==> src/sv/int8_zero_point_gemm_dot_macros.svh <==
// Assertion macros shared by the int8 zero-point GEMM dot block.
`ifndef INT8_ZERO_POINT_GEMM_DOT_MACROS_SVH
`define INT8_ZERO_POINT_GEMM_DOT_MACROS_SVH

// same-cycle implication
`define IZPG_ASSERT_NOW(label, clk, rst_n, ante, cons, msg) \
    label: assert property (@(posedge clk) disable iff (!rst_n) (ante) |-> (cons)) \
        else $error(msg);

// next-cycle implication
`define IZPG_ASSERT_NEXT(label, clk, rst_n, ante, cons, msg) \
    label: assert property (@(posedge clk) disable iff (!rst_n) (ante) |=> (cons)) \
        else $error(msg);

`endif

==> src/sv/izpg_pkg.sv <==
// Types and constants of the int8 zero-point GEMM dot block.
package izpg_pkg;

    localparam int unsigned CFG_IDX_W = 3;
    localparam int unsigned PROD_W    = 66;
    localparam int unsigned T1_W      = 56;
    localparam int unsigned T2_W      = 40;
    localparam int unsigned SUM_W     = 57;

    typedef enum logic [CFG_IDX_W-1:0] {
        CFG_A_ZERO     = 3'd0,
        CFG_B_ZERO     = 3'd1,
        CFG_A_SCALE    = 3'd2,
        CFG_B_SCALE    = 3'd3,
        CFG_ALPHA_GAIN = 3'd4,
        CFG_BETA_GAIN  = 3'd5
    } t_cfg_idx;

    typedef struct packed {
        logic signed [7:0]  a_zero;
        logic signed [7:0]  b_zero;
        logic [31:0]        a_scale;
        logic [31:0]        b_scale;
        logic signed [31:0] alpha_gain;
        logic signed [31:0] beta_gain;
    } t_cfg;

    // one finished dot product waiting for scaling
    typedef struct packed {
        logic signed [31:0] dot_sum;
        logic signed [31:0] prior;
    } t_job;

    // round half up, then arithmetic shift right by s
    function automatic logic signed [PROD_W-1:0] f_rnd(
        input logic signed [PROD_W-1:0] x,
        input int unsigned              s
    );
        logic signed [PROD_W-1:0] h;
        h = {{(PROD_W-1){1'b0}}, 1'b1} <<< (s - 1);
        return (x + h) >>> s;
    endfunction

endpackage

==> src/sv/izpg_front.sv <==
// Front end: accepts element beats and runs the zero-point multiply-accumulate.
module izpg_front (
    input  logic                 i_clk,
    input  logic                 i_rst_n,
    input  izpg_pkg::t_cfg       i_cfg,
    input  logic                 s_axis_tvalid,
    output logic                 s_axis_tready,
    input  logic [47:0]          s_axis_tdata,   // act_byte[7:0], wgt_byte[15:8], prior_value[47:16]
    input  logic                 s_axis_tlast,   // last_elem
    input  logic                 i_q_full,
    output logic                 o_push,
    output izpg_pkg::t_job       o_job
);
    import izpg_pkg::*;

    logic signed [31:0] r_sum;
    logic signed [31:0] n_sum;
    logic signed [8:0]  w_a;
    logic signed [8:0]  w_b;
    logic signed [17:0] w_mac;
    logic               w_acc;

    assign s_axis_tready = !i_q_full;
    assign w_acc         = s_axis_tvalid && s_axis_tready;

    assign w_a   = 9'(signed'(s_axis_tdata[7:0]))  - 9'(i_cfg.a_zero);
    assign w_b   = 9'(signed'(s_axis_tdata[15:8])) - 9'(i_cfg.b_zero);
    assign w_mac = 18'(w_a) * 18'(w_b);
    assign n_sum = r_sum + 32'(w_mac);

    assign o_push        = w_acc && s_axis_tlast;
    assign o_job.dot_sum = n_sum;
    assign o_job.prior   = signed'(s_axis_tdata[47:16]);

    always_ff @(posedge i_clk) begin
        if (!i_rst_n) begin
            r_sum <= '0;
        end else if (w_acc) begin
            r_sum <= s_axis_tlast ? '0 : n_sum;
        end
    end

endmodule

==> src/sv/izpg_fifo.sv <==
// Short job queue between the accumulate front end and the scaling back end.
module izpg_fifo #(
    parameter int unsigned DEPTH = 2
) (
    input  logic           i_clk,
    input  logic           i_rst_n,
    input  logic           i_push,
    input  izpg_pkg::t_job i_data,
    input  logic           i_pop,
    output izpg_pkg::t_job o_data,
    output logic           o_full,
    output logic           o_valid
);
    import izpg_pkg::*;

    localparam int unsigned PW = (DEPTH > 1) ? $clog2(DEPTH) : 1;
    localparam int unsigned CW = $clog2(DEPTH + 1);
    localparam logic [PW-1:0] LAST_PTR = PW'(DEPTH - 1);
    localparam logic [CW-1:0] FULL_CNT = CW'(DEPTH);

    t_job          r_mem [DEPTH];
    logic [PW-1:0] r_wr_ptr;
    logic [PW-1:0] r_rd_ptr;
    logic [CW-1:0] r_count;

    assign o_full  = (r_count == FULL_CNT);
    assign o_valid = (r_count != '0);
    assign o_data  = r_mem[r_rd_ptr];

    always_ff @(posedge i_clk) begin
        if (i_push) begin
            r_mem[r_wr_ptr] <= i_data;
        end
    end

    always_ff @(posedge i_clk) begin
        if (!i_rst_n) begin
            r_wr_ptr <= '0;
            r_rd_ptr <= '0;
            r_count  <= '0;
        end else begin
            if (i_push) begin
                r_wr_ptr <= (r_wr_ptr == LAST_PTR) ? '0 : r_wr_ptr + 1'b1;
            end
            if (i_pop) begin
                r_rd_ptr <= (r_rd_ptr == LAST_PTR) ? '0 : r_rd_ptr + 1'b1;
            end
            case ({i_push, i_pop})
                2'b10:   r_count <= r_count + 1'b1;
                2'b01:   r_count <= r_count - 1'b1;
                default: r_count <= r_count;
            endcase
        end
    end

endmodule

==> src/sv/izpg_back.sv <==
// Back end: scales each finished dot product through one shared multiplier.
`include "int8_zero_point_gemm_dot_macros.svh"

module izpg_back (
    input  logic                 i_clk,
    input  logic                 i_rst_n,
    input  izpg_pkg::t_cfg       i_cfg,
    input  logic                 i_q_valid,
    input  izpg_pkg::t_job       i_q_job,
    output logic                 o_pop,
    output logic                 m_axis_tvalid,
    input  logic                 m_axis_tready,
    output logic [31:0]          m_axis_tdata,   // result_value[31:0]
    output logic                 m_axis_tuser    // saturated
);
    import izpg_pkg::*;

    typedef enum logic [9:0] {
        ST_IDLE = 10'b0000000001,
        ST_MCS  = 10'b0000000010,
        ST_RCS  = 10'b0000000100,
        ST_MG   = 10'b0000001000,
        ST_RG   = 10'b0000010000,
        ST_MT1  = 10'b0000100000,
        ST_RT1  = 10'b0001000000,
        ST_MT2  = 10'b0010000000,
        ST_RT2  = 10'b0100000000,
        ST_SUM  = 10'b1000000000
    } t_state;

    localparam logic signed [PROD_W-1:0] I32_MAX = PROD_W'(64'sh7FFF_FFFF);
    localparam logic signed [PROD_W-1:0] I32_MIN = -PROD_W'(64'sh8000_0000);
    localparam logic signed [SUM_W-1:0]  S32_MAX = SUM_W'(64'sh7FFF_FFFF);
    localparam logic signed [SUM_W-1:0]  S32_MIN = -SUM_W'(64'sh8000_0000);

    t_state                    r_state;
    t_state                    n_state;
    logic signed [31:0]        r_sum;
    logic signed [31:0]        r_prior;
    logic signed [PROD_W-1:0]  r_prod;
    logic [31:0]               r_coef;
    logic signed [31:0]        r_g;
    logic signed [T1_W-1:0]    r_t1;
    logic signed [T2_W-1:0]    r_t2;
    logic                      r_sat;
    logic                      r_out_valid;
    logic [31:0]               r_out_data;
    logic                      r_out_sat;

    logic signed [32:0]        w_mul_a;
    logic signed [32:0]        w_mul_b;
    logic signed [PROD_W-1:0]  w_rnd24;
    logic signed [PROD_W-1:0]  w_rnd8;
    logic signed [SUM_W-1:0]   w_total;
    logic                      w_slot_free;
    logic                      w_load;

    assign w_rnd24     = f_rnd(r_prod, 24);
    assign w_rnd8      = f_rnd(r_prod, 8);
    assign w_total     = SUM_W'(r_t1) + SUM_W'(r_t2);
    assign w_slot_free = !r_out_valid || m_axis_tready;
    assign w_load      = (r_state == ST_SUM) && w_slot_free;
    assign o_pop       = (r_state == ST_IDLE) && i_q_valid;

    assign m_axis_tvalid = r_out_valid;
    assign m_axis_tdata  = r_out_data;
    assign m_axis_tuser  = r_out_sat;

    always_comb begin
        case (r_state)
            ST_MCS: begin
                w_mul_a = signed'({1'b0, i_cfg.a_scale});
                w_mul_b = signed'({1'b0, i_cfg.b_scale});
            end
            ST_MG: begin
                w_mul_a = signed'({1'b0, r_coef});
                w_mul_b = 33'(i_cfg.alpha_gain);
            end
            ST_MT1: begin
                w_mul_a = 33'(r_g);
                w_mul_b = 33'(r_sum);
            end
            default: begin
                w_mul_a = 33'(i_cfg.beta_gain);
                w_mul_b = 33'(r_prior);
            end
        endcase
    end

    always_comb begin
        case (r_state)
            ST_IDLE: n_state = i_q_valid ? ST_MCS : ST_IDLE;
            ST_MCS:  n_state = ST_RCS;
            ST_RCS:  n_state = ST_MG;
            ST_MG:   n_state = ST_RG;
            ST_RG:   n_state = ST_MT1;
            ST_MT1:  n_state = ST_RT1;
            ST_RT1:  n_state = ST_MT2;
            ST_MT2:  n_state = ST_RT2;
            ST_RT2:  n_state = ST_SUM;
            ST_SUM:  n_state = w_slot_free ? ST_IDLE : ST_SUM;
            default: n_state = ST_IDLE;
        endcase
    end

    // datapath
    always_ff @(posedge i_clk) begin
        r_prod <= PROD_W'(w_mul_a) * PROD_W'(w_mul_b);
        case (r_state)
            ST_IDLE: begin
                r_sum   <= i_q_job.dot_sum;
                r_prior <= i_q_job.prior;
            end
            ST_RCS: begin
                if (|w_rnd24[PROD_W-1:32]) begin
                    r_coef <= '1;
                end else begin
                    r_coef <= w_rnd24[31:0];
                end
            end
            ST_RG: begin
                if (w_rnd24 > I32_MAX) begin
                    r_g <= 32'sh7FFF_FFFF;
                end else if (w_rnd24 < I32_MIN) begin
                    r_g <= 32'sh8000_0000;
                end else begin
                    r_g <= w_rnd24[31:0];
                end
            end
            ST_RT1: r_t1 <= w_rnd8[T1_W-1:0];
            ST_RT2: r_t2 <= w_rnd24[T2_W-1:0];
            default: ;
        endcase
        if (w_load) begin
            if (w_total > S32_MAX) begin
                r_out_data <= 32'h7FFF_FFFF;
            end else if (w_total < S32_MIN) begin
                r_out_data <= 32'h8000_0000;
            end else begin
                r_out_data <= w_total[31:0];
            end
            r_out_sat <= r_sat || (w_total > S32_MAX) || (w_total < S32_MIN);
        end
    end

    // control
    always_ff @(posedge i_clk) begin
        if (!i_rst_n) begin
            r_state     <= ST_IDLE;
            r_sat       <= 1'b0;
            r_out_valid <= 1'b0;
        end else begin
            r_state <= n_state;
            case (r_state)
                ST_IDLE: r_sat <= 1'b0;
                ST_RCS:  r_sat <= r_sat || (|w_rnd24[PROD_W-1:32]);
                ST_RG:   r_sat <= r_sat || (w_rnd24 > I32_MAX) || (w_rnd24 < I32_MIN);
                default: r_sat <= r_sat;
            endcase
            if (w_load) begin
                r_out_valid <= 1'b1;
            end else if (m_axis_tready) begin
                r_out_valid <= 1'b0;
            end
        end
    end

    `IZPG_ASSERT_NOW(a_state_onehot, i_clk, i_rst_n, 1'b1, $onehot(r_state), "state not one-hot")
    `IZPG_ASSERT_NOW(a_pop_idle, i_clk, i_rst_n, o_pop, (r_state == ST_IDLE) && i_q_valid, "pop outside idle")
    `IZPG_ASSERT_NEXT(a_load_out, i_clk, i_rst_n, w_load, r_out_valid && (r_state == ST_IDLE), "result not loaded")

endmodule

==> src/sv/int8_zero_point_gemm_dot.sv <==
// Top level of the int8 zero-point GEMM dot block: config registers, front end, queue, back end.
//
// Element beats enter at one per cycle while the job queue has room; each beat does one
// zero-point multiply-accumulate into a 32-bit sum. A beat with tlast hands the sum and the
// prior value to the queue, and the back end scales it through one shared
// 33x33 multiplier (scale product, alpha, dot sum, beta, final add and clamp). The front end
// keeps taking beats while the back end scales an earlier dot product; the back end itself
// finishes one dot product before it pops the next. Config writes are taken every cycle and
// must only occur while the block is idle.
module int8_zero_point_gemm_dot #(
    parameter int unsigned QUEUE_DEPTH = 2
) (
    input  logic        i_clk,
    input  logic        i_rst_n,
    input  logic        i_cfg_valid,
    output logic        o_cfg_ready,
    input  logic [2:0]  i_cfg_index,
    input  logic [31:0] i_cfg_data,
    input  logic        s_axis_tvalid,
    output logic        s_axis_tready,
    input  logic [47:0] s_axis_tdata,   // act_byte[7:0], wgt_byte[15:8], prior_value[47:16]
    input  logic        s_axis_tlast,   // last_elem
    output logic        m_axis_tvalid,
    input  logic        m_axis_tready,
    output logic [31:0] m_axis_tdata,   // result_value[31:0]
    output logic        m_axis_tuser    // saturated
);
    import izpg_pkg::*;

    t_cfg r_cfg;
    t_job w_push_job;
    t_job w_head_job;
    logic w_push;
    logic w_pop;
    logic w_full;
    logic w_q_valid;

    assign o_cfg_ready = 1'b1;

    always_ff @(posedge i_clk) begin
        if (!i_rst_n) begin
            r_cfg.a_zero     <= '0;
            r_cfg.b_zero     <= '0;
            r_cfg.a_scale    <= 32'h0100_0000;
            r_cfg.b_scale    <= 32'h0100_0000;
            r_cfg.alpha_gain <= 32'sh0100_0000;
            r_cfg.beta_gain  <= '0;
        end else if (i_cfg_valid && o_cfg_ready) begin
            case (i_cfg_index)
                CFG_A_ZERO:     r_cfg.a_zero     <= i_cfg_data[7:0];
                CFG_B_ZERO:     r_cfg.b_zero     <= i_cfg_data[7:0];
                CFG_A_SCALE:    r_cfg.a_scale    <= i_cfg_data;
                CFG_B_SCALE:    r_cfg.b_scale    <= i_cfg_data;
                CFG_ALPHA_GAIN: r_cfg.alpha_gain <= i_cfg_data;
                CFG_BETA_GAIN:  r_cfg.beta_gain  <= i_cfg_data;
                default: ;
            endcase
        end
    end

    izpg_front u_front (
        .i_clk         (i_clk),
        .i_rst_n       (i_rst_n),
        .i_cfg         (r_cfg),
        .s_axis_tvalid (s_axis_tvalid),
        .s_axis_tready (s_axis_tready),
        .s_axis_tdata  (s_axis_tdata),
        .s_axis_tlast  (s_axis_tlast),
        .i_q_full      (w_full),
        .o_push        (w_push),
        .o_job         (w_push_job)
    );

    izpg_fifo #(
        .DEPTH (QUEUE_DEPTH)
    ) u_fifo (
        .i_clk   (i_clk),
        .i_rst_n (i_rst_n),
        .i_push  (w_push),
        .i_data  (w_push_job),
        .i_pop   (w_pop),
        .o_data  (w_head_job),
        .o_full  (w_full),
        .o_valid (w_q_valid)
    );

    izpg_back u_back (
        .i_clk         (i_clk),
        .i_rst_n       (i_rst_n),
        .i_cfg         (r_cfg),
        .i_q_valid     (w_q_valid),
        .i_q_job       (w_head_job),
        .o_pop         (w_pop),
        .m_axis_tvalid (m_axis_tvalid),
        .m_axis_tready (m_axis_tready),
        .m_axis_tdata  (m_axis_tdata),
        .m_axis_tuser  (m_axis_tuser)
    );

endmodule

==> config.mk <==
export PLATFORM = sky130hd
export DESIGN_NAME = int8_zero_point_gemm_dot
export DESIGN_NICKNAME = d
export VERILOG_FILES = /design/src/sv/izpg_pkg.sv /design/src/sv/izpg_front.sv /design/src/sv/izpg_fifo.sv /design/src/sv/izpg_back.sv /design/src/sv/int8_zero_point_gemm_dot.sv
export VERILOG_INCLUDE_DIRS = /design/src /design/src/sv
export SDC_FILE = /design/constraint.sdc
export NUM_CORES = 2
export LEC_CHECK = 0
export BUFFER_PORTS_ARGS = -buffer_cell sky130_fd_sc_hd__buf_2
export CAP_MARGIN = 10
export CELL_PAD_IN_SITES_DETAIL_PLACEMENT = 1
export CELL_PAD_IN_SITES_GLOBAL_PLACEMENT = 1
export CORE_MARGIN = 10
export CORE_UTILIZATION = 52
export DETAILED_ROUTE_END_ITERATION = 8
export HOLD_SLACK_MARGIN = 0.06
export PLACE_DENSITY_LB_ADDON = 0.3
export SYNTH_ARGS = -nofsm -noshare
export SYNTH_HDL_FRONTEND = slang
export SYNTH_SLANG_ARGS = --single-unit
==> constraint.sdc <==
create_clock -name i_clk -period 13.8 [get_ports i_clk]
set_input_delay 1.38 -clock i_clk [delete_from_list [all_inputs] [get_ports i_clk]]
set_output_delay 1.38 -clock i_clk [all_outputs]
set_load 0.02 [all_outputs]
==> results.ini <==
[synth]
synth_edf_count=385
netlist-cell-type-count=98
netlist_instances=7346
synth_compound_area_share_pct=9.25
synth.area.mux_share_pct=1.09
synthesis.area_mm2=0.0718
synth_seq_cells=636
synthArstFlopShare_pct=0
ys.flop_type=edfxtp_1
yosys.area_share.simple_pct=12.8
synth_top_family_by_area=adder cells
syn_avg_cell_area_um2=9.77
synth_nets=9060
synth_xor_area_share_pct=3.22
synth_adder_area_share_pct=41.5
ys_seq_area_share_pct=23.1
ys_warn_count=0

[sta]
fin_crit_ns=12.12
slew-limit-headroom_pct=17.0
rsz0062_at_grt=no
worst_pin_slew_ns=1.25
finClkSkew_ns=0.0363
final_hold_viol_count=0
finalSetupViolations=0
min_period_over_period_pct=87.8
tns_ns=0
setup_ws_ns=1.68
fmax_mhz=82.5
slew_viol_final=0

[worst_setup_path]
cp.required_ns=14.36
r2r_end=u_back.r_prod[60]
r2r_slack_ns=1.68
reg2regPathDepth=29
crit_buf_inv=4
cpMaxStageDelayCell=a21oi_4
setup.worst_path.start_class=flop
arrival_ns=12.67
r2r_start=u_back.r_state[7]
max_stage_delay_ns=1.02
cp_max_fo=28
crit_type=flop to flop
path_delay_family=adder cells
cp-end-kind=flop
crit_top_cell=fa_1

[floorplan]
die_w_um=392
coreArea_mm2=0.137
start_util_pct=52.3
die_y_um=392
num_io_pins=125
num_rows=136
dieArea_mm2=0.153

[clock_network]
cts_resized=0
cts_tree=built
cts.sinks=636
clk_latency_ns=0.67
htreeDepth=3
root_buffer=clkbuf_16
cts_buffers=70
cts.path.max_buffers=3
cts_setup_buffers=0
ctsHoldBuffers=0
clkTransAtPathRegs_ns=0.07

[global_routing]
overflow=0
track_usage_pct=33.4
grt_start_max_net_pins=131
grt_pass1_vias=62200
grt_pass1_wl_mm=385
antenna_found_initial=19

[route]
vias_per_cell=6.00
drc_errors=0
drt-initial-drc-count=4420
detail_route.wl_per_cell_um=27.5
dr_total_vias=55300
dr.pass1.iters=6
wl_mm=254
ant_nets=0

[power]
total_power_uw=15900
pwr_density_cell_mw_per_mm2=206
power.leakage_uw=0.0362
irDropWorstVdd_uv=200

[flow_run]
drv_cap=0

[placement]
io_buffers=123
pre_cts_ws_ns=1.89
gp_congestion=0.972
dpl.hpwl_mm=200

[worst_hold_path]
min_path_cells=2
hold_path_class=flop to flop
min_from=r_cfg[9]
worst_hold_path.endpoint=r_cfg[9]

[cells_and_area]
regArea_mm2=0.0166
final_cell_mix=inv_1, fa_1, nand2_1
multi_input_area_mm2=0.0493
layout_commonest_cell=inv_1
nFillCells=15200
final_nets=9080
area_growth_syn_to_layout_pct=7.92
layout-drive-gt1-share_pct=7.88

[outcome]
status=finished clean

-- layout make-up --
| cell class | count | share of cell area [%] |
|---|---|---|
| clock inverters | 39 | 0.598 |
| clock buffers | 90 | 2.46 |
| multi-input cells | 4996 | 63.6 |
| well taps | 1794 | 2.90 |
| repair buffers | 268 | 2.26 |
| diodes | 3 | 0.00969 |
| inverters | 1394 | 6.75 |
| flip-flops and latches | 636 | 21.4 |
-- how the worst max path moves through the flow --
stage          slack (ns)           endpoint  depth (start not counted)              start
2_1_floorplan        3.79  u_back.r_prod[65]                         33  u_back.r_state[2]
3_3_place_gp         2.22  u_back.r_prod[65]                         31  u_back.r_state[2]
3_5_place_dp         1.89  u_back.r_prod[65]                         32  u_back.r_state[7]
4_1_cts              1.89  u_back.r_prod[65]                         32  u_back.r_state[7]
5_1_grt              1.04  u_back.r_prod[65]                         31  u_back.r_state[2]
6_report             1.68  u_back.r_prod[60]                         29  u_back.r_state[7]
-- flip-flops by register name, summed over array words and instances (netlist names) --
signal	count
r_cfg	144
u_back.m_axis_tdata	32
u_back.m_axis_tuser	1
u_back.m_axis_tvalid	1
u_back.r_coef	32
u_back.r_g	32
u_back.r_prior	32
u_back.r_prod	59
u_back.r_sat	1
u_back.r_state	10
u_back.r_sum	32
u_back.r_t1	56
u_back.r_t2	40
u_fifo.r_count	2
u_fifo.r_mem	128
u_fifo.r_rd_ptr	1
u_fifo.r_wr_ptr	1
u_front.r_sum	32
-- layer usage --
metal | wire, um | track usage (%) | up-vias
li1 | - | - | 23100
met1 | 93700 | 40.8 | 28900
met2 | 121000 | 55.2 | 2462
met3 | 21700 | 7.11 | 776
met4 | 17400 | 18.6 | 18
met5 | 128 | 0 | -
-- through the flow --
step                instances  utilization, %  hold WS, ns  instance area (um^2)
CTS                      9216            56.4        0.468                 77400
floorplan                7346               -        0.439                 71800
global route             9218            56.4        0.491                 77500
global placement         9087            54.7        0.451                 75100
detailed placement       9087            54.7        0.460                 75100
finish                   9220            56.4        0.470                 77500
-- Yosys cell counts (59+ instances only) --
| master | number | area [um^2] |
|---|---|---|
| nor2_1 | 704 | 2640 |
| nand3_1 | 69 | 345 |
| a21boi_0 | 147 | 1100 |
| dfxtp_1 | 251 | 5020 |
| o21ai_0 | 92 | 460 |
| a21oi_1 | 137 | 686 |
| mux2_2 | 66 | 743 |
| clkbuf_1 | 286 | 1070 |
| nand2_1 | 1002 | 3760 |
| ha_1 | 363 | 4540 |
| a21o_1 | 93 | 698 |
| edfxtp_1 | 385 | 11600 |
| xnor2_1 | 174 | 1520 |
| xor2_1 | 88 | 771 |
| fa_1 | 1262 | 25300 |
| a221oi_1 | 59 | 517 |
| inv_1 | 1393 | 5230 |
-- report_power, final --
part,switching (uW),internal (uW)
clock,864,1090
sequential,378,2820
combinational,7000,3790
total,8240,7700
-- logic make-up after synthesis --
group / count (synthesis)
and+or+nand+nor: 2146
xor gates and xnor gates: 263
AOI/OAI and AO/OA: 891
DFF: 636
adders and majority gates: 1625
buffers and inverters: 1714
other: 1
muxes: 70
-- tightest hold or removal path, cell delays in order (launching register included) --
cell and delay (ns):
dfxtp_1 0.31, nand2_1 0.05, a21boi_0 0.07
Note: power is estimated with default switching activity, not from simulation.
